$ cat src/hw/rtl/avclap_pkg.sv
// ----------------------------------------------------------------------------
// avclap_pkg
// Shared constants for the clapper overlay: register map, reset values,
// field widths, frame rates, flash color and reciprocal multipliers.
// ----------------------------------------------------------------------------
package avclap_pkg;

	localparam int COORD_W  = 12;
	localparam int PHASE_W  = 5;
	localparam int PIX_W    = 8;
	localparam int CFG_IDX_W  = 3;
	localparam int CFG_DATA_W = 24;
	localparam int CFG_DIM_W  = 13;
	localparam int COLOUR_W   = 24;

	localparam logic [CFG_IDX_W-1:0] REG_FRAME_WIDTH  = 3'd0;
	localparam logic [CFG_IDX_W-1:0] REG_FRAME_HEIGHT = 3'd1;
	localparam logic [CFG_IDX_W-1:0] REG_IS_PAL       = 3'd2;
	localparam logic [CFG_IDX_W-1:0] REG_BAR_COLOR    = 3'd3;
	localparam logic [CFG_IDX_W-1:0] REG_OFF_COLOR    = 3'd4;

	localparam logic [CFG_DIM_W-1:0] RST_FRAME_WIDTH  = 13'd720;
	localparam logic [CFG_DIM_W-1:0] RST_FRAME_HEIGHT = 13'd576;
	localparam logic                 RST_IS_PAL       = 1'b1;
	localparam logic [COLOUR_W-1:0]  RST_BAR_COLOR    = 24'h913622;
	localparam logic [COLOUR_W-1:0]  RST_OFF_COLOR    = 24'h108080;

	localparam int FPS_PAL  = 25;
	localparam int FPS_NTSC = 30;
	localparam logic [PHASE_W-1:0] LAST_PHASE_PAL  = 5'd24;
	localparam logic [PHASE_W-1:0] LAST_PHASE_NTSC = 5'd29;
	localparam logic [PHASE_W-1:0] FLASH_PHASE_PAL  = 5'd12;
	localparam logic [PHASE_W-1:0] FLASH_PHASE_NTSC = 5'd14;

	localparam int FLASH_MARGIN = 12;
	localparam int BAR_MIN_H    = 4;

	// Red flash packed like the color registers: Y, U, V.
	localparam logic [COLOUR_W-1:0] FLASH_COLOUR = 24'h4b5fe6;

	// Geometry settles through this many register stages after a change.
	localparam int GEOM_STAGES = 4;
	localparam int SETTLE_W    = 3;

	// Floor division by a constant as (x * K) >> RECIP_SHIFT, exact over the
	// operand ranges used here.
	localparam int RECIP_SHIFT = 20;
	localparam int RECIP_W     = 17;
	localparam int RECIP_10 = 104858;
	localparam int RECIP_15 = 69906;
	localparam int RECIP_25 = 41944;
	localparam int RECIP_30 = 34953;

endpackage

$ cat src/hw/rtl/av_sync_clapper_overlay_unit.sv
// ----------------------------------------------------------------------------
// av_sync_clapper_overlay_unit
// Paints the frame-phase progress bar and the sync flash into UYVY pixel
// pairs of a static background frame.
// ----------------------------------------------------------------------------
// The unit takes one pixel pair per clock while in_ready is high and returns it
// through a four-stage pipeline whose last stage is the output register; a
// stalled output holds the pipeline without losing or repeating an item.
// All geometry is derived from the size and rate registers in a separate
// four-stage pipeline, so after reset and after every configuration write
// in_ready stays low while that geometry settles.
module av_sync_clapper_overlay_unit #(
	parameter int MAX_DIM = 4096
) (
	input  logic                                clk,
	input  logic                                arst_n,
	input  logic                                cfg_valid,
	output logic                                cfg_ready,
	input  logic [avclap_pkg::CFG_IDX_W-1:0]    cfg_index,
	input  logic [avclap_pkg::CFG_DATA_W-1:0]   cfg_data,
	input  logic                                in_valid,
	output logic                                in_ready,
	input  logic [avclap_pkg::COORD_W-1:0]      col,
	input  logic [avclap_pkg::COORD_W-1:0]      row,
	input  logic [avclap_pkg::PHASE_W-1:0]      frame_phase,
	input  logic [avclap_pkg::PIX_W-1:0]        in_u,
	input  logic [avclap_pkg::PIX_W-1:0]        in_y0,
	input  logic [avclap_pkg::PIX_W-1:0]        in_v,
	input  logic [avclap_pkg::PIX_W-1:0]        in_y1,
	output logic                                out_valid,
	input  logic                                out_ready,
	output logic [avclap_pkg::PIX_W-1:0]        out_u,
	output logic [avclap_pkg::PIX_W-1:0]        out_y0,
	output logic [avclap_pkg::PIX_W-1:0]        out_v,
	output logic [avclap_pkg::PIX_W-1:0]        out_y1
);
	import avclap_pkg::*;

	localparam int DW = $clog2(MAX_DIM + 1);
	localparam int AW = (DW > COORD_W) ? DW : COORD_W;
	localparam int SW = AW + 3;

	logic [CFG_DIM_W-1:0] frame_width_q, frame_height_q;
	logic                 is_pal_q;
	logic [COLOUR_W-1:0]  bar_color_q, off_color_q;
	logic [SETTLE_W-1:0]  settle_q;
	logic                 cfg_take;

	logic [DW-1:0]        bar_h, tick, width;
	logic signed [SW-1:0] bar_top, span_start;
	logic [SW-1:0]        span_lim;
	logic                 pal;

	assign cfg_ready = 1'b1;
	assign cfg_take  = cfg_valid && cfg_ready;

	always_ff @(posedge clk or negedge arst_n) begin
		if (!arst_n) begin
			frame_width_q  <= RST_FRAME_WIDTH;
			frame_height_q <= RST_FRAME_HEIGHT;
			is_pal_q       <= RST_IS_PAL;
			bar_color_q    <= RST_BAR_COLOR;
			off_color_q    <= RST_OFF_COLOR;
			settle_q       <= SETTLE_W'(GEOM_STAGES);
		end else begin
			if (cfg_take) begin
				settle_q <= SETTLE_W'(GEOM_STAGES);
				unique case (cfg_index)
					REG_FRAME_WIDTH:  frame_width_q  <= cfg_data[CFG_DIM_W-1:0];
					REG_FRAME_HEIGHT: frame_height_q <= cfg_data[CFG_DIM_W-1:0];
					REG_IS_PAL:       is_pal_q       <= cfg_data[0];
					REG_BAR_COLOR:    bar_color_q    <= cfg_data[COLOUR_W-1:0];
					REG_OFF_COLOR:    off_color_q    <= cfg_data[COLOUR_W-1:0];
					default: begin
					end
				endcase
			end else if (settle_q != '0) begin
				settle_q <= settle_q - SETTLE_W'(1);
			end
		end
	end

	avclap_geom #(
		.MAX_DIM (MAX_DIM)
	) u_geom (
		.clk          (clk),
		.frame_width  (frame_width_q),
		.frame_height (frame_height_q),
		.is_pal       (is_pal_q),
		.bar_h        (bar_h),
		.tick         (tick),
		.bar_top      (bar_top),
		.span_start   (span_start),
		.span_lim     (span_lim),
		.width        (width),
		.pal          (pal)
	);

	avclap_pipe #(
		.MAX_DIM (MAX_DIM)
	) u_pipe (
		.clk          (clk),
		.arst_n       (arst_n),
		.hold         (settle_q != '0),
		.bar_h        (bar_h),
		.tick         (tick),
		.bar_top      (bar_top),
		.span_start   (span_start),
		.span_lim     (span_lim),
		.width        (width),
		.pal          (pal),
		.bar_color    (bar_color_q),
		.off_color    (off_color_q),
		.in_valid     (in_valid),
		.in_ready     (in_ready),
		.col          (col),
		.row          (row),
		.frame_phase  (frame_phase),
		.in_u         (in_u),
		.in_y0        (in_y0),
		.in_v         (in_v),
		.in_y1        (in_y1),
		.out_valid    (out_valid),
		.out_ready    (out_ready),
		.out_u        (out_u),
		.out_y0       (out_y0),
		.out_v        (out_v),
		.out_y1       (out_y1)
	);

endmodule

$ cat src/hw/rtl/avclap_geom.sv
// ----------------------------------------------------------------------------
// avclap_geom
// Four-stage pipeline that derives the bar and flash geometry from the frame
// size and rate registers: bar height, tick spacing, bar top and bar span.
// ----------------------------------------------------------------------------
module avclap_geom #(
	parameter int MAX_DIM = 4096,
	localparam int DW = $clog2(MAX_DIM + 1),
	localparam int AW = (DW > avclap_pkg::COORD_W) ? DW : avclap_pkg::COORD_W,
	localparam int SW = AW + 3
) (
	input  logic                                 clk,
	input  logic [avclap_pkg::CFG_DIM_W-1:0]     frame_width,
	input  logic [avclap_pkg::CFG_DIM_W-1:0]     frame_height,
	input  logic                                 is_pal,
	output logic [DW-1:0]                        bar_h,
	output logic [DW-1:0]                        tick,
	output logic signed [SW-1:0]                 bar_top,
	output logic signed [SW-1:0]                 span_start,
	output logic [SW-1:0]                        span_lim,
	output logic [DW-1:0]                        width,
	output logic                                 pal
);
	import avclap_pkg::*;

	localparam int CW = (DW > CFG_DIM_W) ? DW : CFG_DIM_W;
	localparam int PW = RECIP_SHIFT + DW + 2;
	localparam logic [CW-1:0] MAX_C = CW'(MAX_DIM);
	localparam logic signed [SW-1:0] ONE_S = SW'(1);

	logic [CW-1:0] fw_x, fh_x;
	logic [DW-1:0] w_sat, h_sat;
	logic [PW-1:0] p15, p10, pfps;
	logic [DW-1:0] q15, h10;

	logic [DW-1:0] w_s1, h_s1, q15_s1, h10_s1;
	logic          pal_s1;

	logic [DW-1:0] bh_c, num_c, td_c;
	logic [DW-1:0] w_s2, h_s2, bh_s2, td_s2;
	logic          pal_s2;

	logic [DW+4:0]        ftd;
	logic [DW-1:0]        xm_c;
	logic signed [SW-1:0] y0r, y0_c;
	logic [DW-1:0]        w_s3, bh_s3, td_s3, xm_s3;
	logic signed [SW-1:0] y0_s3;
	logic                 pal_s3;

	logic signed [SW-1:0] half, s_c, e_c, span;
	logic [SW-1:0]        lim_c;

	always_comb begin
		fw_x  = CW'(frame_width);
		fh_x  = CW'(frame_height);
		w_sat = (fw_x > MAX_C) ? DW'(MAX_DIM) : DW'(fw_x);
		h_sat = (fh_x > MAX_C) ? DW'(MAX_DIM) : DW'(fh_x);
		p15   = PW'({w_sat, 1'b0}) * PW'(RECIP_15);
		p10   = PW'(h_sat) * PW'(RECIP_10);
		q15   = p15[RECIP_SHIFT +: DW];
		h10   = p10[RECIP_SHIFT +: DW];
	end

	always_ff @(posedge clk) begin
		w_s1   <= w_sat;
		h_s1   <= h_sat;
		q15_s1 <= q15;
		h10_s1 <= h10;
		pal_s1 <= is_pal;
	end

	always_comb begin
		if (h10_s1 < DW'(BAR_MIN_H)) begin
			bh_c = DW'(BAR_MIN_H);
		end else begin
			bh_c = h10_s1 + DW'(h10_s1[0]);
		end
		num_c = w_s1 - q15_s1;
		pfps  = PW'(num_c) * (pal_s1 ? PW'(RECIP_25) : PW'(RECIP_30));
		td_c  = pfps[RECIP_SHIFT +: DW];
	end

	always_ff @(posedge clk) begin
		w_s2   <= w_s1;
		h_s2   <= h_s1;
		bh_s2  <= bh_c;
		td_s2  <= td_c;
		pal_s2 <= pal_s1;
	end

	always_comb begin
		ftd  = (DW+5)'(td_s2) * (pal_s2 ? (DW+5)'(FPS_PAL) : (DW+5)'(FPS_NTSC));
		xm_c = (w_s2 - DW'(ftd)) >> 1;
		y0r  = $signed(SW'(h_s2 >> 1)) - $signed(SW'(bh_s2 >> 1));
		if (!y0r[0]) begin
			y0_c = y0r;
		end else if (y0r[SW-1]) begin
			y0_c = y0r - ONE_S;
		end else begin
			y0_c = y0r + ONE_S;
		end
	end

	always_ff @(posedge clk) begin
		w_s3   <= w_s2;
		bh_s3  <= bh_s2;
		td_s3  <= td_s2;
		xm_s3  <= xm_c;
		y0_s3  <= y0_c;
		pal_s3 <= pal_s2;
	end

	always_comb begin
		half = $signed(SW'(td_s3 >> 1));
		s_c  = $signed(SW'(xm_s3)) - half;
		e_c  = $signed(SW'(w_s3)) - $signed(SW'(xm_s3)) + half;
		span = e_c - s_c + ONE_S;
		if (e_c > s_c) begin
			lim_c = {span[SW-2:1], 2'b00};
		end else begin
			lim_c = '0;
		end
	end

	always_ff @(posedge clk) begin
		bar_h      <= bh_s3;
		tick       <= td_s3;
		bar_top    <= y0_s3;
		span_start <= s_c;
		span_lim   <= lim_c;
		width      <= w_s3;
		pal        <= pal_s3;
	end

endmodule

$ cat src/hw/rtl/avclap_pipe.sv
// ----------------------------------------------------------------------------
// avclap_pipe
// Four-stage pixel pipeline with one lane per byte of the UYVY pair: bar
// hit test, tick threshold, color selection and flash override.
// ----------------------------------------------------------------------------
module avclap_pipe #(
	parameter int MAX_DIM = 4096,
	localparam int DW = $clog2(MAX_DIM + 1),
	localparam int AW = (DW > avclap_pkg::COORD_W) ? DW : avclap_pkg::COORD_W,
	localparam int SW = AW + 3
) (
	input  logic                                clk,
	input  logic                                arst_n,
	input  logic                                hold,
	input  logic [DW-1:0]                       bar_h,
	input  logic [DW-1:0]                       tick,
	input  logic signed [SW-1:0]                bar_top,
	input  logic signed [SW-1:0]                span_start,
	input  logic [SW-1:0]                       span_lim,
	input  logic [DW-1:0]                       width,
	input  logic                                pal,
	input  logic [avclap_pkg::COLOUR_W-1:0]     bar_color,
	input  logic [avclap_pkg::COLOUR_W-1:0]     off_color,
	input  logic                                in_valid,
	output logic                                in_ready,
	input  logic [avclap_pkg::COORD_W-1:0]      col,
	input  logic [avclap_pkg::COORD_W-1:0]      row,
	input  logic [avclap_pkg::PHASE_W-1:0]      frame_phase,
	input  logic [avclap_pkg::PIX_W-1:0]        in_u,
	input  logic [avclap_pkg::PIX_W-1:0]        in_y0,
	input  logic [avclap_pkg::PIX_W-1:0]        in_v,
	input  logic [avclap_pkg::PIX_W-1:0]        in_y1,
	output logic                                out_valid,
	input  logic                                out_ready,
	output logic [avclap_pkg::PIX_W-1:0]        out_u,
	output logic [avclap_pkg::PIX_W-1:0]        out_y0,
	output logic [avclap_pkg::PIX_W-1:0]        out_v,
	output logic [avclap_pkg::PIX_W-1:0]        out_y1
);
	import avclap_pkg::*;

	localparam int TW = DW + PHASE_W;
	localparam int KW = SW + PHASE_W;
	localparam int LANES = 4;
	localparam logic [1:0] POS_U = 2'd0;
	localparam logic [1:0] POS_V = 2'd2;

	function automatic logic [PIX_W-1:0] comp_of(input logic [COLOUR_W-1:0] c,
			input logic [1:0] pos);
		logic [PIX_W-1:0] r;
		unique case (pos)
			POS_U:   r = c[15:8];
			POS_V:   r = c[7:0];
			default: r = c[23:16];
		endcase
		return r;
	endfunction

	logic en1, en2, en3, en4, take;

	logic                   v_s1, v_s2, v_s3, v_s4;
	logic [COORD_W-1:0]     col_s1, row_s1;
	logic [PHASE_W-1:0]     ph_s1;
	logic [PIX_W-1:0]       px_s1 [LANES];

	logic [PHASE_W-1:0]     last_ph, ph_c, ph1_c;
	logic signed [SW-1:0]   r_c, b_c [LANES], d_c [LANES];
	logic                   in_bar_c, fz_c, fon_c;
	logic [LANES-1:0]       hit_c;
	logic [SW-1:0]          k_c [LANES];

	logic [LANES-1:0]       hit_s2;
	logic [1:0]             pos_s2 [LANES];
	logic [SW-1:0]          k_s2 [LANES];
	logic                   even_s2, fz_s2, fon_s2;
	logic [PHASE_W-1:0]     ph1_s2;
	logic [PIX_W-1:0]       px_s2 [LANES];

	logic [SW-1:0]          half_c;
	logic [TW-1:0]          thr_c;
	logic [LANES-1:0]       hit_s3, lt_s3;
	logic [1:0]             pos_s3 [LANES];
	logic [SW-1:0]          k_s3 [LANES];
	logic signed [SW-1:0]   q_s3 [LANES];
	logic [TW-1:0]          thr_s3;
	logic                   even_s3, fz_s3, fon_s3;
	logic [PIX_W-1:0]       px_s3 [LANES];

	logic [LANES-1:0]       green_c;
	logic [PIX_W-1:0]       o_c [LANES];
	logic [PIX_W-1:0]       o_s4 [LANES];

	assign en4      = !v_s4 || out_ready;
	assign en3      = !v_s3 || en4;
	assign en2      = !v_s2 || en3;
	assign en1      = !v_s1 || en2;
	assign in_ready = en1 && !hold;
	assign take     = in_valid && in_ready;

	always_ff @(posedge clk or negedge arst_n) begin
		if (!arst_n) begin
			v_s1 <= 1'b0;
			v_s2 <= 1'b0;
			v_s3 <= 1'b0;
			v_s4 <= 1'b0;
		end else begin
			if (en1) begin
				v_s1 <= take;
			end
			if (en2) begin
				v_s2 <= v_s1;
			end
			if (en3) begin
				v_s3 <= v_s2;
			end
			if (en4) begin
				v_s4 <= v_s3;
			end
		end
	end

	always_ff @(posedge clk) begin
		if (take) begin
			col_s1   <= {col[COORD_W-1:1], 1'b0};
			row_s1   <= row;
			ph_s1    <= frame_phase;
			px_s1[0] <= in_u;
			px_s1[1] <= in_y0;
			px_s1[2] <= in_v;
			px_s1[3] <= in_y1;
		end
	end

	// Stage 2: phase clamp, bar row test, flash region and byte hit tests.
	always_comb begin
		last_ph  = pal ? LAST_PHASE_PAL : LAST_PHASE_NTSC;
		ph_c     = (ph_s1 > last_ph) ? last_ph : ph_s1;
		ph1_c    = ph_c + PHASE_W'(1);
		r_c      = $signed(SW'(row_s1)) - bar_top;
		in_bar_c = (tick != '0) && !r_c[SW-1] && (r_c < $signed(SW'(bar_h)));
		fz_c     = (SW'(row_s1) < SW'(bar_h)) && (SW'(col_s1) >= SW'(FLASH_MARGIN))
			&& (SW'(col_s1) + SW'(FLASH_MARGIN) < SW'(width));
		fon_c    = ph_c == (pal ? FLASH_PHASE_PAL : FLASH_PHASE_NTSC);
		for (int j = 0; j < LANES; j++) begin
			b_c[j]   = $signed(SW'({col_s1, 1'b0})) + $signed(SW'(j));
			d_c[j]   = b_c[j] - (span_start <<< 1);
			hit_c[j] = in_bar_c && (b_c[j] < $signed(SW'({width, 1'b0})))
				&& !d_c[j][SW-1] && (d_c[j] < $signed(span_lim));
			k_c[j]   = {2'b00, d_c[j][SW-2:2], 1'b0};
		end
	end

	always_ff @(posedge clk) begin
		if (en2) begin
			hit_s2  <= hit_c;
			even_s2 <= !r_c[0];
			fz_s2   <= fz_c;
			fon_s2  <= fon_c;
			ph1_s2  <= ph1_c;
			for (int j = 0; j < LANES; j++) begin
				pos_s2[j] <= d_c[j][1:0];
				k_s2[j]   <= k_c[j];
				px_s2[j]  <= px_s1[j];
			end
		end
	end

	// Stage 3: phase threshold in pixels and the offsets against half a tick.
	always_comb begin
		half_c = SW'(tick >> 1);
		thr_c  = TW'(ph1_s2) * TW'(tick);
	end

	always_ff @(posedge clk) begin
		if (en3) begin
			hit_s3  <= hit_s2;
			thr_s3  <= thr_c;
			even_s3 <= even_s2;
			fz_s3   <= fz_s2;
			fon_s3  <= fon_s2;
			for (int j = 0; j < LANES; j++) begin
				lt_s3[j]  <= k_s2[j] < half_c;
				q_s3[j]   <= $signed(k_s2[j]) - $signed(half_c);
				k_s3[j]   <= k_s2[j];
				pos_s3[j] <= pos_s2[j];
				px_s3[j]  <= px_s2[j];
			end
		end
	end

	// Stage 4: green or black per byte, then the flash over everything.
	always_comb begin
		for (int j = 0; j < LANES; j++) begin
			if (even_s3) begin
				green_c[j] = lt_s3[j] || (KW'(k_s3[j]) < KW'(thr_s3));
			end else begin
				green_c[j] = q_s3[j][SW-1] || (KW'(q_s3[j]) < KW'(thr_s3));
			end
			if (fz_s3) begin
				o_c[j] = comp_of(fon_s3 ? FLASH_COLOUR : off_color, 2'(j));
			end else if (hit_s3[j]) begin
				o_c[j] = comp_of(green_c[j] ? bar_color : off_color, pos_s3[j]);
			end else begin
				o_c[j] = px_s3[j];
			end
		end
	end

	always_ff @(posedge clk) begin
		if (en4) begin
			for (int j = 0; j < LANES; j++) begin
				o_s4[j] <= o_c[j];
			end
		end
	end

	assign out_valid = v_s4;
	assign out_u     = o_s4[0];
	assign out_y0    = o_s4[1];
	assign out_v     = o_s4[2];
	assign out_y1    = o_s4[3];

endmodule

$ cat config.mk
export PLATFORM = sky130hd
export DESIGN_NAME = av_sync_clapper_overlay_unit
export DESIGN_NICKNAME = d
export VERILOG_FILES = /design/src/hw/rtl/avclap_pkg.sv /design/src/hw/rtl/av_sync_clapper_overlay_unit.sv /design/src/hw/rtl/avclap_geom.sv /design/src/hw/rtl/avclap_pipe.sv
export SDC_FILE = /design/constraint.sdc
export NUM_CORES = 2
export LEC_CHECK = 0
export BUFFER_PORTS_ARGS = -buffer_cell sky130_fd_sc_hd__buf_4
export CORE_MARGIN = 2
export CORE_UTILIZATION = 39
export CTS_BUF_LIST = sky130_fd_sc_hd__clkbuf_4
export CTS_CLUSTER_DIAMETER = 40
export CTS_CLUSTER_SIZE = 24
export DETAILED_ROUTE_END_ITERATION = 12
export SYNTH_ARGS = -nofsm -noshare
export SYNTH_HDL_FRONTEND = slang
export SYNTH_SLANG_ARGS = --single-unit
$ cat constraint.sdc
create_clock -name clk -period 6.6 [get_ports clk]
set_clock_uncertainty 0.15 [all_clocks]
set_input_delay 0 -clock clk [delete_from_list [all_inputs] [get_ports clk]]
set_output_delay 0 -clock clk [all_outputs]
set_load 0.005 [all_outputs]
# After elaboration in Yosys (flattened, before gate mapping)
# Memory sizes are Yosys's and may differ from the RTL's.
# Index checks and enable logic that the tools add are counted.
# Widths: inputs -> output; s select.
# op_classes
addsub	26
n_mul	5
magnitude_cmp	29
eq_ne	9
mux	40
n_reduce_logical	54
# ops
operator	n
$mux 24	5
$lt 21x18->1	4
$lt 16x18->1	4
$lt 16x12->1	4
$lt 16x16->1	4
$mux 8	8
$pmux 8 s2	4
$sub 16x13->16	4
$mul 13x16->29 const B	2
$lt 16x15->1	3
$sub 15x14->16	3
$mul 13x35->33	1
$mux 16	2
$add 13x2->14 const B	2
$gt 13x13->1 const B	2
$mux 13	2
$sub 12x12->13	2
$logic_and 1x1->1	18
$mul 13x18->13	1
$mul 5x13->18	1
$add 16x2->16 const B	1
$lt 16x13->1	1
$lt 16x14->1	1
$sub 13x16->16	1
37 further kinds	83
# totals
register_bits	405
ram_bits	324
inputBits	93
output_inout_bits	35
mem_count	9
# mem_list
name	words	word_bits	read_ports	rd_ports_with_merged_regs	wr	line	source
u_pipe.k_s3	4	16	4	0	4	avclap_pipe.sv:83	logic [SW-1:0] k_s3 [LANES];
u_pipe.q_s3	4	16	4	0	4	avclap_pipe.sv:84	logic signed [SW-1:0] q_s3 [LANES];
u_pipe.k_s2	4	13	4	0	4	avclap_pipe.sv:74	logic [SW-1:0] k_s2 [LANES];
u_pipe.o_s4	4	8	4	0	4	avclap_pipe.sv:91	logic [PIX_W-1:0] o_s4 [LANES];
u_pipe.px_s1	4	8	4	0	4	avclap_pipe.sv:64	logic [PIX_W-1:0] px_s1 [LANES];
u_pipe.px_s2	4	8	4	0	4	avclap_pipe.sv:77	logic [PIX_W-1:0] px_s2 [LANES];
3 more memories	-	-	-	-	-	-	

# Depth between registers and ports, before layout
# logic_depth
depth_word	9
mapped_depth	31

# By module
# Synthesis repeated with hierarchy kept, for this count alone.
# unflattened
hier_cells	3586
hier_area_um2	39454.1
# by_module_without_submodules
module	instances	cells_per_inst	area_per_inst_um2	seq_area_each_um2
avclap_geom	1	1889	18550.3	4504.3
avclap_pipe	1	1517	17882.2	8568.2
av_sync_clapper_overlay_unit	1	180	3021.6	1976.9

# Least setup slack after synthesis
# Ideal clock, no wire load.
# synth_path
path_type	register to register
from	reg u_geom.w_s1[0]
to	reg u_geom.td_s2[8]
setup_time_ps	72
arrival_ps	6693
required_ps	6378
path_slack_ps	-315
path_stages_with_launch	30
n_path_buf	0
period_less_slack_ps	6915
cell_sequence	dfxtp_1 > inv_1 > ha_1 > fa_1 > nor2b_1 > o21ai_1 > a21boi_1 > o31ai_1 > a21oi_1 > mux2i_1 > nor2_1 > inv_1 > ha_1 > xnor2_1 > fa_1 > inv_1 > fa_1 > inv_1 > fa_1 > fa_1 > ha_1 > a21o_1 > a21oi_1 > o221ai_1 > and3_1 > a221o_2 > o41ai_4 > o21bai_2 > a21oi_2 > xor2_1
# synth_via
elab_chain_cells	2
# synth_lines
element	line	source
start, declared	avclap_geom.sv:36	logic [DW-1:0] w_s1, h_s1, q15_s1, h10_s1;
start signal, assigned	avclap_geom.sv:65	w_s1 <= w_sat;
$sub 13x11->13	avclap_geom.sv:78	num_c = w_s1 - q15_s1;
$mul 13x35->33	avclap_geom.sv:79	pfps = PW'(num_c) * (pal_s1 ? PW'(RECIP_25) : PW'(RECIP_30));
named net u_geom.pfps[28]	avclap_geom.sv:33	logic [PW-1:0] p15, p10, pfps;
end signal, assigned	avclap_geom.sv:87	td_s2 <= td_c;
end, declared	avclap_geom.sv:40	logic [DW-1:0] w_s2, h_s2, bh_s2, td_s2;
# The timed path passes the listed nets, and every way through them passes these cells.
# A chain may end at the register's enable or synchronous reset.

# Worst setup path after layout
# Ends and elaborated chain as after synthesis.

==> results.sh <==
export IMPL_r2r_end="u_geom.td_s2[8]$_DFF_P_"
export IMPL_synth_common_cells="550 x ha_1, 549 x inv_1, 278 x edfxtp_1, 228 x dfxtp_1, 201 x fa_1"
export IMPL_syn_area_um2=38200
export IMPL_worst_endpoint_required_ns=7.32
export IMPL_final_nets=4767
export IMPL_fin_crit_ns=6.70
export IMPL_post_place_ws_ns=-0.422
export IMPL_max_freq_mhz=149
export IMPL_place_congestion=0.839
export IMPL_synthDistinctLibCells=91
export IMPL_slew_headroom=0.280
export IMPL_synthArstFlopShare=0.139
export IMPL_avgSynthCellArea_um2=11.0
export IMPL_yosys_register_bits=588
export IMPL_initial_core_util=0.395
export IMPL_r2r_setup_slack_ns=-0.10
export IMPL_gr_total_overflow=0
export IMPL_netlist_area_leader_share=0.218
export IMPL_clock_sinks=588
export IMPL_cts_buffer_depth=3
export IMPL_cp_slowest_stage_delay_ns=0.54
export IMPL_setup_viol=3
export IMPL_yosysWarnings=0
export IMPL_ioPinCount=128
export IMPL_grt_pass1_wl_um=141000
export IMPL_ys_flop_type="edfxtp_1"
export IMPL_clk_latency_ns=0.97
export IMPL_drtPass1Iterations=7
export IMPL_ys_top_cells_by_area="edfxtp_1 22%, ha_1 18%, dfxtp_1 12%, fa_1 11%, inv_1 5.4%"
export IMPL_ant_nets=0
export IMPL_slowest_stage="fa_1"
export IMPL_wl_um=88200
export IMPL_regToRegStartpoint="u_geom.w_s1[0]$_DFF_P_"
export IMPL_grt_pass1_vias=26500
export IMPL_startpoint="u_geom.w_s1[0]$_DFF_P_"
export IMPL_cts_root_buf="clkbuf_4"
export IMPL_setup_slack_ns=-0.104
export IMPL_drive_above_1_share=0.141
export IMPL_startpoint_type="register"
export IMPL_die_w_um=317
export IMPL_io_buffers=125
export IMPL_die_area_um2=101000
export IMPL_failed_checks="setup timing"
export IMPL_rows=114
export IMPL_drc=0
export IMPL_final_max_slew_viol_count=0
export IMPL_antenna_found_initial=1
export IMPL_yosysMostFrequentCell="ha_1"
export IMPL_synthCells=3482
export IMPL_timing_final_crit_share=1.02
export IMPL_vias=25800
export IMPL_numCtsBuffers=86
export IMPL_die_h_um=317
export IMPL_hpwl_um=69200
export IMPL_outcome="finished, violations left"
export IMPL_yosysSeqAreaShare=0.392
export IMPL_post_synth_top_area_cell="edfxtp_1"
export IMPL_hold_class="in2async"
export IMPL_hold_violations=0
export IMPL_grt_usage=0.178
export IMPL_crit_fanout=3
export IMPL_drt_iter0_drc=1482
export IMPL_cts_tree="done"
export IMPL_crit_path_end_kind="register"
export IMPL_worstMarginPinSlew_ns=1.07
export IMPL_wl_per_cell_um=16.7
export IMPL_area_growth_pct=17.2
export IMPL_critPathKind="reg2reg"
export IMPL_cts_reportedPaths_clkPinSlew_ns=0.13
export IMPL_cp_arrival_ns=7.42
export IMPL_ff2ff_path_depth=29
export IMPL_core_um2=96900
export IMPL_maxCapViolations=0
export IMPL_htree_levels=3
export IMPL_synth_edf_count=278
export IMPL_critPathCapture="u_geom.td_s2[8]$_DFF_P_"
export IMPL_rsz0062_at_grt="yes"
export IMPL_grt_start_max_net_pins=79
export IMPL_vias_per_cell=4.89
==> cell type report <==
| type | count | area, µm² |
|---|---|---|
| Clock inverter | 68 | 654 |
| Fill cell | 8885 | 52100 |
| Inverter | 550 | 2060 |
| Clock buffer | 94 | 706 |
| Multi-Input combinational cell | 2297 | 21300 |
| Sequential cell | 588 | 15000 |
| Antenna cell | 7 | 17.5 |
| Timing Repair Buffer | 400 | 3490 |
| Tap cell | 1276 | 1600 |
==> how the worst min path moves through the flow <==
stage	end	depth (start not counted)
finish	off_color_q[21]$_DFFE_PN0P_	3
floorplan	bar_color_q[0]$_DFFE_PN0P_	0
global route	u_pipe.px_s1[1][6]$_DFFE_PP_	3
detailed placement	bar_color_q[18]$_DFFE_PN0P_	1
global placement	bar_color_q[18]$_DFFE_PN0P_	1
CTS	u_pipe.px_s1[2][7]$_DFFE_PP_	3
==> per-layer routing <==
layer  wire length [µm]  GRT usage  vias to the layer above
li1                   -          -                    12900
met5                  0          0                        -
met2              42300      0.302                      373
met4               1340     0.0374                        0
met1              41900      0.244                    12500
met3               2610     0.0239                      102
==> registers in the layout, indices dropped and copies added (netlist names), 24 cells and up <==
name          count
u_pipe.px_s2     32
u_pipe.k_s2      26
u_pipe.px_s3     32
u_pipe.o_s4      32
bar_color_q      24
off_color_q      24
u_pipe.q_s3      31
u_pipe.k_s3      26
u_pipe.px_s1     32
==> layout by cell type (no fill, tap or decap), types with 45 or more instances in the layout <==
cell type and count:
ha_1 541, inv_1 538, edfxtp_1 278, dfxtp_1 225, buf_4 206, fa_1 198, dlygate4sd3_1 193, nor2_1 186
nand2_1 156, a21oi_1 124, xnor2_1 108, clkbuf_4 94, o21ai_0 87, mux2_2 78, nor2b_1 64, dfrtp_1 62
a21o_1 60, xor2_1 56, nor3_1 54, nand2b_1 50, o21a_1 45
==> cells by family (layout without fill, tap and decap cells) <==
logic type / count (synthesis) / in the layout / synth area share
and+or+nand+nor: 711 / 711 / 0.0920
DFF: 588 / 588 / 0.392
adders and majority gates: 751 / 751 / 0.285
AOI/OAI and AO/OA: 536 / 536 / 0.0945
muxes: 118 / 118 / 0.0365
buffers and inverters: 604 / 1112 / 0.0598
xor gates and xnor gates: 172 / 172 / 0.0396
other: 2 / 16 / 0.000196
==> through the flow <==
step                instances  TNS, ns  hold slack (ns)   util  area, µm²
floorplan                3489  -0.0885           -0.446      -      38400
CTS                      5270   -0.230          0.00258  0.461      44700
finish                   5280   -0.277            0.104  0.462      44800
global route             5274    -1.81           0.0629  0.462      44800
detailed placement       4913    -1.69           -0.253  0.426      41300
global placement         4913    -1.54           -0.252  0.426      41300
==> worst max-delay path: cells and delay by family, from the launching register on <==
family          cells  cell delay (ns)
fa+ha+maj           8             2.84
buf+inv             3             0.14
xor+xnor            2             0.31
mux                 1             0.35
compound gates     12             1.99
simple gates        3             0.54
flops               1             0.34
==> what timing repair did <==
item / in CTS / in global routing
resized for setup: 25 / 11
pin swaps: 30 / 9
hold endpoints to repair: 352 / 0
endpoints found under the setup margin: 8 / 9
hold buffers: 193 / 0
buffers inserted: 3 / 3
Power is not shown: default switching activity piles up to over one toggle a cycle in this logic, so the estimate is an artifact.
